## src/design/stdp_pkg.sv

```systemverilog
// shared types and constants for the stereo dither to pcm16 block
`timescale 1ns / 1ps
`default_nettype none
package stdp_pkg;

  localparam int unsigned MIX_W        = 40;
  localparam int unsigned PCM_W        = 16;
  localparam int unsigned SEED_W       = 32;
  localparam int unsigned FRAC_W       = 16;
  localparam int unsigned QUEUE_DEPTH_DEF = 2;

  localparam logic [SEED_W-1:0] LCG_MUL        = 32'd134775813;
  localparam logic [SEED_W-1:0] LCG_SEED_RESET = 32'h1234_5000;

  // input word: one stereo frame of mixed audio
  typedef struct packed {
    logic signed [MIX_W-1:0] left_mix;
    logic signed [MIX_W-1:0] right_mix;
    logic                    last_frame;
  } mix_word_t;

  // output word: one 16-bit stereo frame
  typedef struct packed {
    logic signed [PCM_W-1:0] left_pcm;
    logic signed [PCM_W-1:0] right_pcm;
    logic                    last_out;
  } pcm_word_t;

  // queue fill status seen by front and back
  typedef struct packed {
    logic empty;
    logic full;
  } q_stat_t;

endpackage
`default_nettype wire

```

## src/design/stereo_tpdf_dither_to_pcm16.sv

```systemverilog
// Stereo TPDF dither and conversion of mixed audio to 16-bit PCM.
//
// mix channel: one stereo frame per word (40-bit signed samples with 16
// fraction bits plus a last-frame mark), taken when mix_valid is high and
// mix_stall is low. pcm channel: one 16-bit stereo frame per input word,
// held in an output register until pcm_valid is high and pcm_stall is low.
// The single lcg multiplier in the back stage steps the generator once for
// left and once for right, and the back stage takes the next frame from the
// queue as it loads a finished frame into the output register.
// A front register and a short queue decouple the input from the back stage,
// so input words keep flowing while a finished frame waits at the output.
// When pcm_stall is held the back stage keeps its finished frame, the queue
// fills and mix_stall then rises.
// Reset (rst, synchronous) empties the front register, queue and output
// register, loads the generator seed with 0x12345000 and clears the
// previous dither of both channels.
`timescale 1ns / 1ps
`default_nettype none
module stereo_tpdf_dither_to_pcm16
  import stdp_pkg::*;
#(
  parameter int unsigned QUEUE_DEPTH = QUEUE_DEPTH_DEF
) (
  input  wire logic      clk,
  input  wire logic      rst,
  input  wire logic      mix_valid,
  output logic           mix_stall,
  input  wire mix_word_t mix,
  output logic           pcm_valid,
  input  wire logic      pcm_stall,
  output pcm_word_t      pcm
);

  q_stat_t   qstat;
  logic      push;
  logic      pop;
  mix_word_t push_word;
  mix_word_t head;

  stdp_front u_front (
    .clk       (clk),
    .rst       (rst),
    .mix_valid (mix_valid),
    .mix_stall (mix_stall),
    .mix       (mix),
    .qstat     (qstat),
    .push      (push),
    .push_word (push_word)
  );

  stdp_queue #(
    .DEPTH (QUEUE_DEPTH)
  ) u_queue (
    .clk       (clk),
    .rst       (rst),
    .push      (push),
    .push_word (push_word),
    .pop       (pop),
    .head      (head),
    .qstat     (qstat)
  );

  stdp_back u_back (
    .clk       (clk),
    .rst       (rst),
    .head      (head),
    .qstat     (qstat),
    .pop       (pop),
    .pcm_valid (pcm_valid),
    .pcm_stall (pcm_stall),
    .pcm       (pcm)
  );

`ifndef SYNTHESIS
  a_no_push_when_full: assert property (@(posedge clk) disable iff (rst)
    push |-> !qstat.full)
    else $error("queue written while full");

  a_no_pop_when_empty: assert property (@(posedge clk) disable iff (rst)
    pop |-> !qstat.empty)
    else $error("queue read while empty");

  a_stall_means_full: assert property (@(posedge clk) disable iff (rst)
    mix_stall |-> qstat.full && !qstat.empty)
    else $error("input stalled without a full queue");
`endif

endmodule
`default_nettype wire

```

## src/design/stdp_front.sv

```systemverilog
// front stage: takes input words and hands them to the queue
`timescale 1ns / 1ps
`default_nettype none
module stdp_front
  import stdp_pkg::*;
(
  input  wire logic      clk,
  input  wire logic      rst,
  input  wire logic      mix_valid,
  output logic           mix_stall,
  input  wire mix_word_t mix,
  input  wire q_stat_t   qstat,
  output logic           push,
  output mix_word_t      push_word
);

  logic      hold_valid;
  mix_word_t hold;
  logic      accept;

  assign mix_stall = hold_valid && qstat.full;
  assign push      = hold_valid && !qstat.full;
  assign accept    = mix_valid && !mix_stall;
  assign push_word = hold;

  always_ff @(posedge clk) begin
    if (rst) begin
      hold_valid <= 1'b0;
    end else begin
      if (accept) begin
        hold_valid <= 1'b1;
      end else if (push) begin
        hold_valid <= 1'b0;
      end
    end
  end

  always_ff @(posedge clk) begin
    if (accept) begin
      hold <= mix;
    end
  end

endmodule
`default_nettype wire

```

## src/design/stdp_queue.sv

```systemverilog
// short word queue between front and back
`timescale 1ns / 1ps
`default_nettype none
module stdp_queue
  import stdp_pkg::*;
#(
  parameter int unsigned DEPTH = QUEUE_DEPTH_DEF
) (
  input  wire logic      clk,
  input  wire logic      rst,
  input  wire logic      push,
  input  wire mix_word_t push_word,
  input  wire logic      pop,
  output mix_word_t      head,
  output q_stat_t        qstat
);

  localparam int unsigned PTR_W = (DEPTH > 1) ? $clog2(DEPTH) : 1;
  localparam int unsigned CNT_W = $clog2(DEPTH + 1);

  mix_word_t          entry [DEPTH];
  logic [PTR_W-1:0]   wr_ptr;
  logic [PTR_W-1:0]   rd_ptr;
  logic [CNT_W-1:0]   count;

  assign head        = entry[rd_ptr];
  assign qstat.empty = (count == '0);
  assign qstat.full  = (count == CNT_W'(DEPTH));

  always_ff @(posedge clk) begin
    if (rst) begin
      wr_ptr <= '0;
      rd_ptr <= '0;
      count  <= '0;
    end else begin
      if (push) begin
        wr_ptr <= (wr_ptr == PTR_W'(DEPTH - 1)) ? '0 : wr_ptr + PTR_W'(1);
      end
      if (pop) begin
        rd_ptr <= (rd_ptr == PTR_W'(DEPTH - 1)) ? '0 : rd_ptr + PTR_W'(1);
      end
      unique case ({push, pop})
        2'b10:   count <= count + CNT_W'(1);
        2'b01:   count <= count - CNT_W'(1);
        default: count <= count;
      endcase
    end
  end

  always_ff @(posedge clk) begin
    if (push) begin
      entry[wr_ptr] <= push_word;
    end
  end

endmodule
`default_nettype wire

```

## src/design/stdp_back.sv

```systemverilog
// back stage: lcg steps, dither, truncation, saturation and output register
`timescale 1ns / 1ps
`default_nettype none
module stdp_back
  import stdp_pkg::*;
(
  input  wire logic      clk,
  input  wire logic      rst,
  input  wire mix_word_t head,
  input  wire q_stat_t   qstat,
  output logic           pop,
  output logic           pcm_valid,
  input  wire logic      pcm_stall,
  output pcm_word_t      pcm
);

  typedef enum logic [1:0] {
    ST_IDLE,
    ST_LEFT,
    ST_RIGHT
  } state_t;

  localparam int unsigned SUM_W = MIX_W + 2;
  localparam int unsigned Q_W   = SUM_W - FRAC_W;

  // sample + new dither - old dither, truncated toward zero, saturated
  function automatic logic signed [PCM_W-1:0] dither_pcm(
    input logic signed [MIX_W-1:0] smp,
    input logic signed [PCM_W-1:0] d_new,
    input logic signed [PCM_W-1:0] d_old
  );
    logic signed [SUM_W-1:0] sum;
    logic signed [Q_W-1:0]   fl;
    logic signed [Q_W-1:0]   q;
    logic signed [PCM_W-1:0] res;
    sum = SUM_W'(smp) + SUM_W'(d_new) - SUM_W'(d_old);
    fl  = sum[SUM_W-1:FRAC_W];
    // floor shift rounds down, so step negative values with a remainder up by one
    if (sum[SUM_W-1] && (sum[FRAC_W-1:0] != '0)) begin
      q = fl + Q_W'(1);
    end else begin
      q = fl;
    end
    if (q > Q_W'(signed'(17'sd32767))) begin
      res = {1'b0, {(PCM_W-1){1'b1}}};
    end else if (q < Q_W'(signed'(17'sh1_8000))) begin
      res = {1'b1, {(PCM_W-1){1'b0}}};
    end else begin
      res = q[PCM_W-1:0];
    end
    return res;
  endfunction

  state_t                  state;
  logic [SEED_W-1:0]       seed;
  logic [SEED_W-1:0]       seed_next;
  logic signed [PCM_W-1:0] dither;
  logic signed [PCM_W-1:0] prev_left;
  logic signed [PCM_W-1:0] prev_right;
  logic signed [PCM_W-1:0] left_res;
  mix_word_t               cur;
  logic                    out_free;
  logic                    pcm_valid_next;

  assign seed_next = seed * LCG_MUL + SEED_W'(1);
  assign dither    = seed[SEED_W-1:SEED_W-PCM_W];
  assign out_free  = !pcm_valid || !pcm_stall;
  assign pop       = !qstat.empty &&
                     ((state == ST_IDLE) || ((state == ST_RIGHT) && out_free));
  // a finished frame loads the output register, else it holds while stalled
  assign pcm_valid_next = ((state == ST_RIGHT) && out_free) || (pcm_valid && pcm_stall);

  always_ff @(posedge clk) begin
    if (rst) begin
      state      <= ST_IDLE;
      seed       <= LCG_SEED_RESET;
      prev_left  <= '0;
      prev_right <= '0;
      pcm_valid  <= 1'b0;
    end else begin
      pcm_valid <= pcm_valid_next;
      unique case (state)
        ST_IDLE: begin
          if (pop) begin
            seed  <= seed_next;
            cur   <= head;
            state <= ST_LEFT;
          end
        end
        ST_LEFT: begin
          // seed holds the left dither now; step again for right
          seed      <= seed_next;
          prev_left <= dither;
          left_res  <= dither_pcm(cur.left_mix, dither, prev_left);
          state     <= ST_RIGHT;
        end
        ST_RIGHT: begin
          if (out_free) begin
            pcm.left_pcm   <= left_res;
            pcm.right_pcm  <= dither_pcm(cur.right_mix, dither, prev_right);
            pcm.last_out   <= cur.last_frame;
            prev_right     <= dither;
            if (pop) begin
              seed  <= seed_next;
              cur   <= head;
              state <= ST_LEFT;
            end else begin
              state <= ST_IDLE;
            end
          end
        end
        default: state <= ST_IDLE;
      endcase
    end
  end

endmodule
`default_nettype wire

```

## config.mk

```make
export PLATFORM = sky130hd
export DESIGN_NAME = stereo_tpdf_dither_to_pcm16
export DESIGN_NICKNAME = d
export VERILOG_FILES = /design/src/design/stdp_pkg.sv /design/src/design/stereo_tpdf_dither_to_pcm16.sv /design/src/design/stdp_front.sv /design/src/design/stdp_queue.sv /design/src/design/stdp_back.sv
export SDC_FILE = /design/constraint.sdc
export NUM_CORES = 1
export LEC_CHECK = 0
export BUFFER_PORTS_ARGS = -buffer_cell sky130_fd_sc_hd__buf_2
export CORE_MARGIN = 2
export CORE_UTILIZATION = 39
export DETAILED_ROUTE_END_ITERATION = 6
export PLACE_DENSITY_LB_ADDON = 0.3
export RECOVER_POWER = 25
export SLEW_MARGIN = 20
export SYNTH_ARGS = -nofsm -noshare
export SYNTH_HDL_FRONTEND = slang
export SYNTH_SLANG_ARGS = --single-unit
```

## constraint.sdc

```tcl
create_clock -name clk -period 6.1 [get_ports clk]
set_input_delay 1.22 -clock clk [delete_from_list [all_inputs] [get_ports clk]]
set_output_delay 1.22 -clock clk [all_outputs]
set_load 0.1 [all_outputs]
```

==> flow_summary.ini, run 1 <==
[timing]
max_freq_mhz = 173.1
finalCritPeriodShare = 0.9470
period_minus_slack_ps = 5777
holdWs_ps = 417.2
relSlewSlack = 0.3314
final_max_slew_viol_count = 0
fin_skew_ps = 28.08
rsz0062_at_grt = no
setup_viol = 0
hold_violations = 0
tightestPinTransition_ps = 1001

[drt]
vias = 18600
drt_iter0_markers = 1187
firstDrtPassIters = 6
drc_errors = 0
vias_per_cell = 5.124
routed_wl_mm = 62.32
drtAntennaViolNets = 0
drt-wirelength-per-cell_microns = 17.17

[grt]
grt_pass1_vias = 18640
grt_first_pass_wirelength_mm = 100.8
grt_antenna_before_repair = 0
track_usage = 0.1712
grt_overflow = 0
grt_max_degree = 55

[critical_path]
start_kind = register
slowest_stage = o211ai_1
path_class = register to register
r2r-end = u_back.pcm[12]
arrival_ps = 6090
path_cells = inv_1 > fa_1 > inv_1 > ha_1 > and3_1 > nand3_1 > o211ai_1 > o21a_1 > buf_4 > o311ai_0 > nor2_1 > or4b_4 > nor3_4 > nand3_1 > nor2_1 > xnor2_1 > o21ai_0 > o41ai_2 > buf_4 > o21ai_0
path_max_fanout = 15
worst-r2r-setup-slack_ps = 320
critical_path.max_stage_delay_ps = 570
cp.depth = 20
crit_buf_inv = 4
cp.required_ps = 6410
cp_top_family = simple AND/OR/NAND/NOR gates
end_kind = register
r2r_start = u_back.seed[24]
worstRegToRegCells = 20

[logic_synthesis]
synthTopCellsByArea = edfxtp_1 (41%), fa_1 (9.4%), ha_1 (9.2%), dfxtp_1 (5.3%), inv_1 (5.2%)
ys_seq_elements = 446
syn_area_sq_um = 27610
yosysTopAreaCellShare = 0.4057
yosysTopAreaCell = edfxtp_1
ys_warn_count = 0
synth.most_common_cell = inv_1
synth_common_cells = inv_1 (383), edfxtp_1 (373), ha_1 (204), nand2_1 (201), a21oi_1 (165)
ys_types = 89
avgSynthCellArea_sq_um = 11.02
ys_async_sr_fraction = 0
synth_edf_count = 373
synth_flop_cell = edfxtp_1
yosysSeqAreaShare = 0.4586
synth_cells = 2506
synthesis.nets = 2924

[min_path]
hold_path_depth = 0
hp-class = register to register
min_from = u_back.left_res[7]
whs_endpoint = u_back.pcm[24]

[cts]
htree_levels = 2
clk_pin_slew_ps = 60
postCtsHoldBufs = 0
cts_buffer_depth = 3
cts_root_buf = clkbuf_16
cts_inserted_buffers = 48
clkSinkCount = 446
clk_latency_ps = 600
cts_tree = built

[floorplan]
die_x_microns = 270.1
initial_core_util = 0.3943
coreArea_sq_um = 70030
dieHeight_microns = 270.1
rows = 97
num_io_pins = 120
die_area_sq_um = 72940

[final_layout]
nFillCells = 6547
antenna_cells = 0
multi_input_area_sq_um = 13430
regArea_sq_um = 12690
area_growth_syn_to_layout_pct = 13.20
finalNetCount = 3070
drive_gt1_frac = 0.1447

[placement]
dp_hpwl_mm = 46.64
port_buffers = 119
gp_congestion = 0.8714

[run_status]
status = completed

[run]
maxCapViolations = 0
[stage by stage]
stage	cell area (sq um)	utilization	std cells	setup slack (ps)	TNS, ps
after floorplan	27690	-	2506	-0.3602	-0.3602
after global placement	29520	0.4215	3536	30.60	0
after detailed placement	29540	0.4218	3537	26.58	0
after CTS	31070	0.4437	3624	40.86	0
after global routing	31250	0.4463	3629	2.638	0
final	31250	0.4463	3629	323.1	0
[cells by family after synthesis]
group | share of synthesized area
compound gates | 0.1150
mux | 0.03748
xor+xnor | 0.04251
buf+inv | 0.06249
simple gates | 0.09789
flops | 0.4586
fa+ha+maj | 0.1860
[cell type report]
type                            count  share of cell area
Clock buffer                       57             0.04052
Clock inverter                     30            0.008447
Inverter                          384             0.04624
Multi-Input combinational cell   1607              0.4298
Sequential cell                   446              0.4059
Tap cell                          940             0.03763
Timing Repair Buffer              165             0.03143
[worst register-to-register path, cell delays in order, from the launching register on]
cell and delay (ps):
dfxtp_1 510, inv_1 140, fa_1 500, inv_1 40
ha_1 450, and3_1 310, nand3_1 100, o211ai_1 570
o21a_1 290, buf_4 160, o311ai_0 170, nor2_1 140
or4b_4 510, nor3_4 350, nand3_1 260, nor2_1 200
xnor2_1 130, o21ai_0 130, o41ai_2 220, buf_4 220
o21ai_0 110
[cell usage in the layout, fill, tap and decap left out, drive strengths merged, types with 7 or more instances in the layout]
master,synthesis,final
fa,129,129
o21bai,15,15
a21o,53,53
nand3,39,39
nand4,22,22
o21a,17,17
edfxtp,373,373
nand2,201,201
and3,27,27
a31oi,13,13
a221oi,9,9
and2,19,19
nor2b,16,16
nand2b,14,14
mux2i,10,10
o211ai,22,22
ha,204,204
a21oi,165,165
inv,383,385
xor2,51,51
or3,9,9
a21boi,9,9
clkinv,1,19
nor4,10,10
nor3,39,39
buf,11,165
clkinvlp,0,7
nor2,122,122
clkbuf,58,57
dfxtp,73,73
o21ai,95,95
mux2,83,83
a211oi,16,16
xnor2,83,83
[how the worst max path moves through the flow]
stage / from / endpoint / slack [ps]
2_1_floorplan: u_back.seed[31] / u_back.left_res[3] / -0.4
3_3_place_gp: u_back.seed[20] / u_back.left_res[4] / 30
3_5_place_dp: u_back.seed[20] / u_back.left_res[4] / 30
4_1_cts: u_back.seed[19] / u_back.pcm[12] / 40
5_1_grt: u_back.seed[24] / u_back.left_res[4] / 3
6_report: u_back.seed[24] / u_back.pcm[12] / 320
[sequential cells by signal, summed over array words and instances, names as in the netlist, 2 cells and up, named ones only]
register           flops
u_queue.entry        162
u_back.cur            81
u_front.push_word     81
u_back.pcm            33
u_back.seed           32
u_back.left_res       16
u_back.prev_left      16
u_back.prev_right     16
u_back.state           2
u_queue.count          2
[metal layers]
layer	GRT usage	up-vias	wire (microns)
met1	0.2437	9008	29430
met4	0.04415	0	1295
li1	-	9043	-
met2	0.2757	459	28500
met3	0.02232	86	3101
met5	0	-	0
[repair_timing]
item | in CTS | in global routing
setup buffers | 0 | 5
endpoints found under the hold margin | 0 | 0
setup endpoints to repair | 1 | 30
resized for setup | 1 | 30
pin swaps | 0 | 2
Power of run 1 is not shown: default switching activity piles up to over one toggle a cycle in this logic, so the estimate is an artifact.
==> inputs of run 2 (changes only) <==
ABC_AREA = 1   (was default)
CORE_UTILIZATION = 30   (was 39)
==> run 2 against run 1 <==
  * Die area rose by 42%
  * Clock skew rose by 1.7 ps
  * Flip-flop and latch count did not move
  * Clock-buffer cell count rose by 6
  * Critical path type unchanged
==> flow_summary.ini, run 2 <==
[run_status]
status = completed

[logic_synthesis]
synth.most_common_cell = nand2_1
synth_cells = 3460
syn_area_sq_um = 30210
synth_edf_count = 373
ys_seq_elements = 446
ys_types = 52
synth_flop_cell = edfxtp_1
synthTopCellsByArea = edfxtp_1 (37%), nand2_1 (10%), inv_1 (9.2%), fa_1 (8.5%), ha_1 (8.4%)
synth_common_cells = nand2_1 (842), inv_1 (743), edfxtp_1 (373), nor2_1 (226), ha_1 (204)
ys_async_sr_fraction = 0
yosysTopAreaCellShare = 0.3708
ys_warn_count = 0
avgSynthCellArea_sq_um = 8.731
synthesis.nets = 3878
yosysTopAreaCell = edfxtp_1
yosysSeqAreaShare = 0.4192

[final_layout]
antenna_cells = 0
top_register = u_queue.entry
largest_reg_flops = 162
nFillCells = 10370
area_growth_syn_to_layout_pct = 13.07
finalNetCount = 4033
mostFrequentLayoutCell = nand2_1
drive_gt1_frac = 0.1169
final_cell_mix = nand2_1 (842), inv_1 (740), edfxtp_1 (373)

[floorplan]
die_area_sq_um = 103200
coreArea_sq_um = 100000
die_x_microns = 321.3
rows = 116
num_io_pins = 120
initial_core_util = 0.3021
dieHeight_microns = 321.3

[cts]
cts_tree = built
clk_latency_ps = 620
cts_setup_buffers = 0
cts-resized-gates = 0
clkSinkCount = 446
htree_levels = 2
cts_root_buf = clkbuf_16
clk_pin_slew_ps = 60
cts_inserted_buffers = 51
postCtsHoldBufs = 0
cts_buffer_depth = 3

[min_path]
whs_endpoint = u_back.pcm[29]
min_from = u_back.left_res[12]
hp-class = register to register
hold_path_depth = 0

[critical_path]
cp.required_ps = 6440
end_kind = register
r2r-end = u_back.left_res[14]
worst-r2r-setup-slack_ps = 1160
path_class = register to register
worstRegToRegCells = 22
r2r_start = u_back.seed[31]
arrival_ps = 5280
path_max_fanout = 27
cp-startpoint = u_back.seed[31]
start_kind = register

[timing]
period_minus_slack_ps = 4941
rsz0062_at_grt = no
fin_skew_ps = 29.82
setup_tns_ps = 0
max_freq_mhz = 202.4
tightestPinTransition_ps = 968.4
relSlewSlack = 0.3528
final_max_slew_viol_count = 0
hold_violations = 0
finalCritPeriodShare = 0.8100
setup_viol = 0

[drt]
routed_wl_mm = 76.91
vias = 22220
drtAntennaViolNets = 0
drc_errors = 0
drt-wirelength-per-cell_microns = 15.53
drt_iter0_markers = 1335
firstDrtPassIters = 5
vias_per_cell = 4.487

[grt]
grt_overflow = 0
track_usage = 0.1511
grt_pass1_vias = 22160
grt_first_pass_wirelength_mm = 122.5
grt_max_degree = 56
grt_antenna_before_repair = 1

[placement]
gp_congestion = 0.9141
dp_hpwl_mm = 61.47
port_buffers = 119

[run]
maxCapViolations = 0
run 2: cell count changes after synthesis, moves of 21 or more:
| cell | delta |
|---|---|
| and3_1 | -25 |
| xnor2_1 | -57 |
| inv_1 | +360 |
| o21ai_0 | +21 |
| a21o_1 | -50 |
| nor2_1 | +105 |
| clkbuf_1 | -28 |
| nor2_2 | +42 |
| nand2_2 | +45 |
| nand3_1 | +111 |
| nand2_1 | +641 |
run 2: worst max path at each step:
stage | to | slack [ps] | cells past startpoint
global route | u_back.left_res[11] | 740 | 22
global placement | u_back.left_res[10] | 1020 | 22
CTS | u_back.left_res[14] | 1060 | 22
floorplan | u_back.cur[0] | 560 | 3
detailed placement | u_back.left_res[5] | 1070 | 22
finish | u_back.left_res[14] | 1160 | 22
run 2: metal layers:
layer / part of all wire / up-vias / track usage
met4: 0.020 / 0 / 0.03645
met5: 0 / - / 0
met2: 0.48 / 376 / 0.2641
li1: - / 11330 / -
met3: 0.037 / 84 / 0.01700
met1: 0.46 / 10430 / 0.1991
run 2: worst max-delay path, stage by stage (launching register included):
cell and delay, ps:
dfxtp_1 360, inv_2 590, buf_4 370, fa_1 440
inv_1 70, ha_1 240, nand2_1 100, nor2_1 220
nand2_1 170, nor3b_1 420, nand3_1 270, nand4_1 170
nand2_1 130, nor2_1 150, nand3_1 90, nor2_1 140
nand3_1 90, nand2_1 100, nand3_1 70, nor2_1 80
nand2_1 60, nand2_2 220, nand2_1 100
run 2: cell type report:
| class | instances | area (sq um) | area share |
|---|---|---|---|
| inverters | 758 | 2848 | 0.08338 |
| clock buffers | 63 | 1343 | 0.03931 |
| flip-flops and latches | 446 | 12670 | 0.3709 |
| repair buffers | 136 | 767.0 | 0.02246 |
| multi-input cells | 2222 | 14570 | 0.4267 |
| well taps | 1298 | 1624 | 0.04755 |
| clock inverters | 29 | 332.8 | 0.009744 |
run 2: metrics by stage:
stage / cell area, sq um / cells / util / hold slack (ps) / setup slack (ps)
6_report: 34160 / 4952 / 0.3415 / 419.4 / 1159
3_3_place_gp: 32450 / 4859 / 0.3245 / 405.0 / 1022
4_1_cts: 34120 / 4951 / 0.3412 / 421.8 / 1063
3_5_place_dp: 32450 / 4859 / 0.3245 / 407.5 / 1072
5_1_grt: 34160 / 4952 / 0.3415 / 424.5 / 738.0
2_1_floorplan: 30210 / 3460 / - / 400.3 / 555.5
run 2: kinds of logic (layout without fill, tap and decap cells):
| logic type | count (synthesis) | in the layout | synth area share |
|---|---|---|---|
| XOR/XNOR | 72 | 72 | 0.02137 |
| AND/OR/NAND/NOR | 1412 | 1412 | 0.2025 |
| adder cells (fa/ha/maj) | 333 | 333 | 0.1700 |
| buffers and inverters | 792 | 986 | 0.09957 |
| flip-flops | 446 | 446 | 0.4192 |
| AO/OA/AOI/OAI | 324 | 324 | 0.05720 |
| multiplexers | 81 | 81 | 0.03019 |
Power of run 2 is left out for the same reason.
==> inputs of run 3 (changes only) <==
ABC_AREA = 0   (was 1)
clock period = 4.5 ns   (was 6.1 ns; I/O delays follow)
==> run 3 against run 2 <==
  * The flow now finishes with violations (negative setup slack)
  * First-iteration DRC count shrank 25%
  * Cell count is 11% lower
  * Non-clock buffer count is 537 higher
  * Critical path type unchanged
  * Register-to-register slack got worse by 1800 ps
  * Routed wire length decreased by 11%
==> flow_summary.ini, run 3 (synthesis results as in run 1) <==
[cts]
cts_inserted_buffers = 50
cts_buffer_depth = 3
clk_pin_slew_ps = 60
cts_root_buf = clkbuf_16
postCtsHoldBufs = 0
clkSinkCount = 446
cts_tree = built
clk_latency_ps = 620
htree_levels = 2

[final_layout]
multi_input_area_sq_um = 14540
drive_gt1_frac = 0.3399
final_cell_mix = buf_4 (542), edfxtp_1 (373), inv_1 (360)
finalNetCount = 3580
area_growth_syn_to_layout_pct = 33.16
finalCoreUtilization = 0.4023
largest_reg_flops = 162
top_register = u_queue.entry
nFillCells = 8850
mostFrequentLayoutCell = buf_4
regArea_sq_um = 12700
final_cells = 4388

[grt]
track_usage = 0.1451
grt_overflow = 0
grt_pass1_vias = 20060
grt_antenna_before_repair = 1
grt_first_pass_wirelength_mm = 108.3
grt_max_degree = 82

[timing]
finalCritPeriodShare = 1.144
final_max_slew_viol_count = 0
period_minus_slack_ps = 5147
tightestPinTransition_ps = 969.1
rsz0062_at_grt = yes
fin_skew_ps = 27.74
max_freq_mhz = 194.3
setup_viol = 31
relSlewSlack = 0.3533
worst_slack_ps = -646.6
hold_violations = 0

[drt]
firstDrtPassIters = 5
topRoutingLayerUsed = met4
drt-wirelength-per-cell_microns = 15.64
m1WireLength_mm = 32.41
drt_iter0_markers = 999
vias_per_cell = 4.569
routed_wl_mm = 68.65
wl_met3_mm = 2.304
drtAntennaViolNets = 0
drc_errors = 0
wl_met2_mm = 32.43
vias = 20050

[floorplan]
die_x_microns = 307.4
dieHeight_microns = 307.4
rows = 111
num_io_pins = 120
die_area_sq_um = 94470
coreArea_sq_um = 91390
initial_core_util = 0.3021

[critical_path]
arrival_ps = 5510
cp.required_ps = 4860
start_kind = register
path_max_fanout = 8
end_kind = register
path_class = register to register

[min_path]
hp-class = register to register

[run]
maxCapViolations = 0

[run_status]
violations = negative setup slack
status = complete, but fails checks

[placement]
port_buffers = 119
dp_hpwl_mm = 51.99
dp.cells = 4232
gp_congestion = 0.8924
==> run 3: final timing paths <==
kind | startpoint | endpoint | slack (ps) | depth (start not counted)
max reg2reg | u_back.cur[47] | u_back.left_res[3] | -650 | 19
min | u_back.left_res[6] | u_back.pcm[23] | 420 | 0
min reg2reg | u_back.left_res[6] | u_back.pcm[23] | 420 | 0
max | u_back.cur[47] | u_back.left_res[3] | -650 | 19
==> run 3: worst max-delay path, cell delays in order, from the launching register on <==
cell,delay (ps)
edfxtp_1,320
inv_1,50
fa_1,520
inv_1,70
ha_4,290
and3_4,180
a221oi_2,70
a211o_1,370
a211oi_4,270
nor3b_2,80
a221o_1,340
or4b_4,520
or3_4,400
or3_4,370
mux2i_1,130
nor3_1,180
o21ai_1,100
o31ai_2,290
buf_4,230
nand4_1,90
==> run 3: metrics by stage <==
step	TNS, ps	setup slack, ps	hold slack [ps]	area (sq um)
finish	-17570	-646.6	420.8	36760
floorplan	-44770	-1600	400.3	27830
global placement	-22330	-817.5	401.8	33370
CTS	-17400	-626.8	407.8	36040
global route	-25390	-882.4	423.6	36760
detailed placement	-24680	-947.2	405.7	33370
==> run 3: routing by layer <==
metal  global-route usage  vias to the layer above
li1                     -                    10080
met1               0.1963                     9641
met3              0.01913                       73
met2               0.2437                      256
met5                    0                        -
met4              0.03948                        0
==> run 3: repair_timing <==
action | in CTS | in global routing
buffers inserted | 42 | 24
pin swaps | 64 | 121
endpoints found under the setup margin | 36 | 40
cloned | 2 | 0
resized for setup | 122 | 138
hold endpoints to repair | 0 | 0
==> run 3: area by class of cell <==
type | count | share of cell area
Multi-Input combinational cell | 1607 | 0.3954
Sequential cell | 446 | 0.3454
Timing Repair Buffer | 673 | 0.1316
Tap cell | 1186 | 0.04036
Inverter | 384 | 0.03938
Clock buffer | 56 | 0.03523
Clock inverter | 35 | 0.01256
Antenna cell | 1 | 0.00006807
Power of run 3 is left out for the same reason.
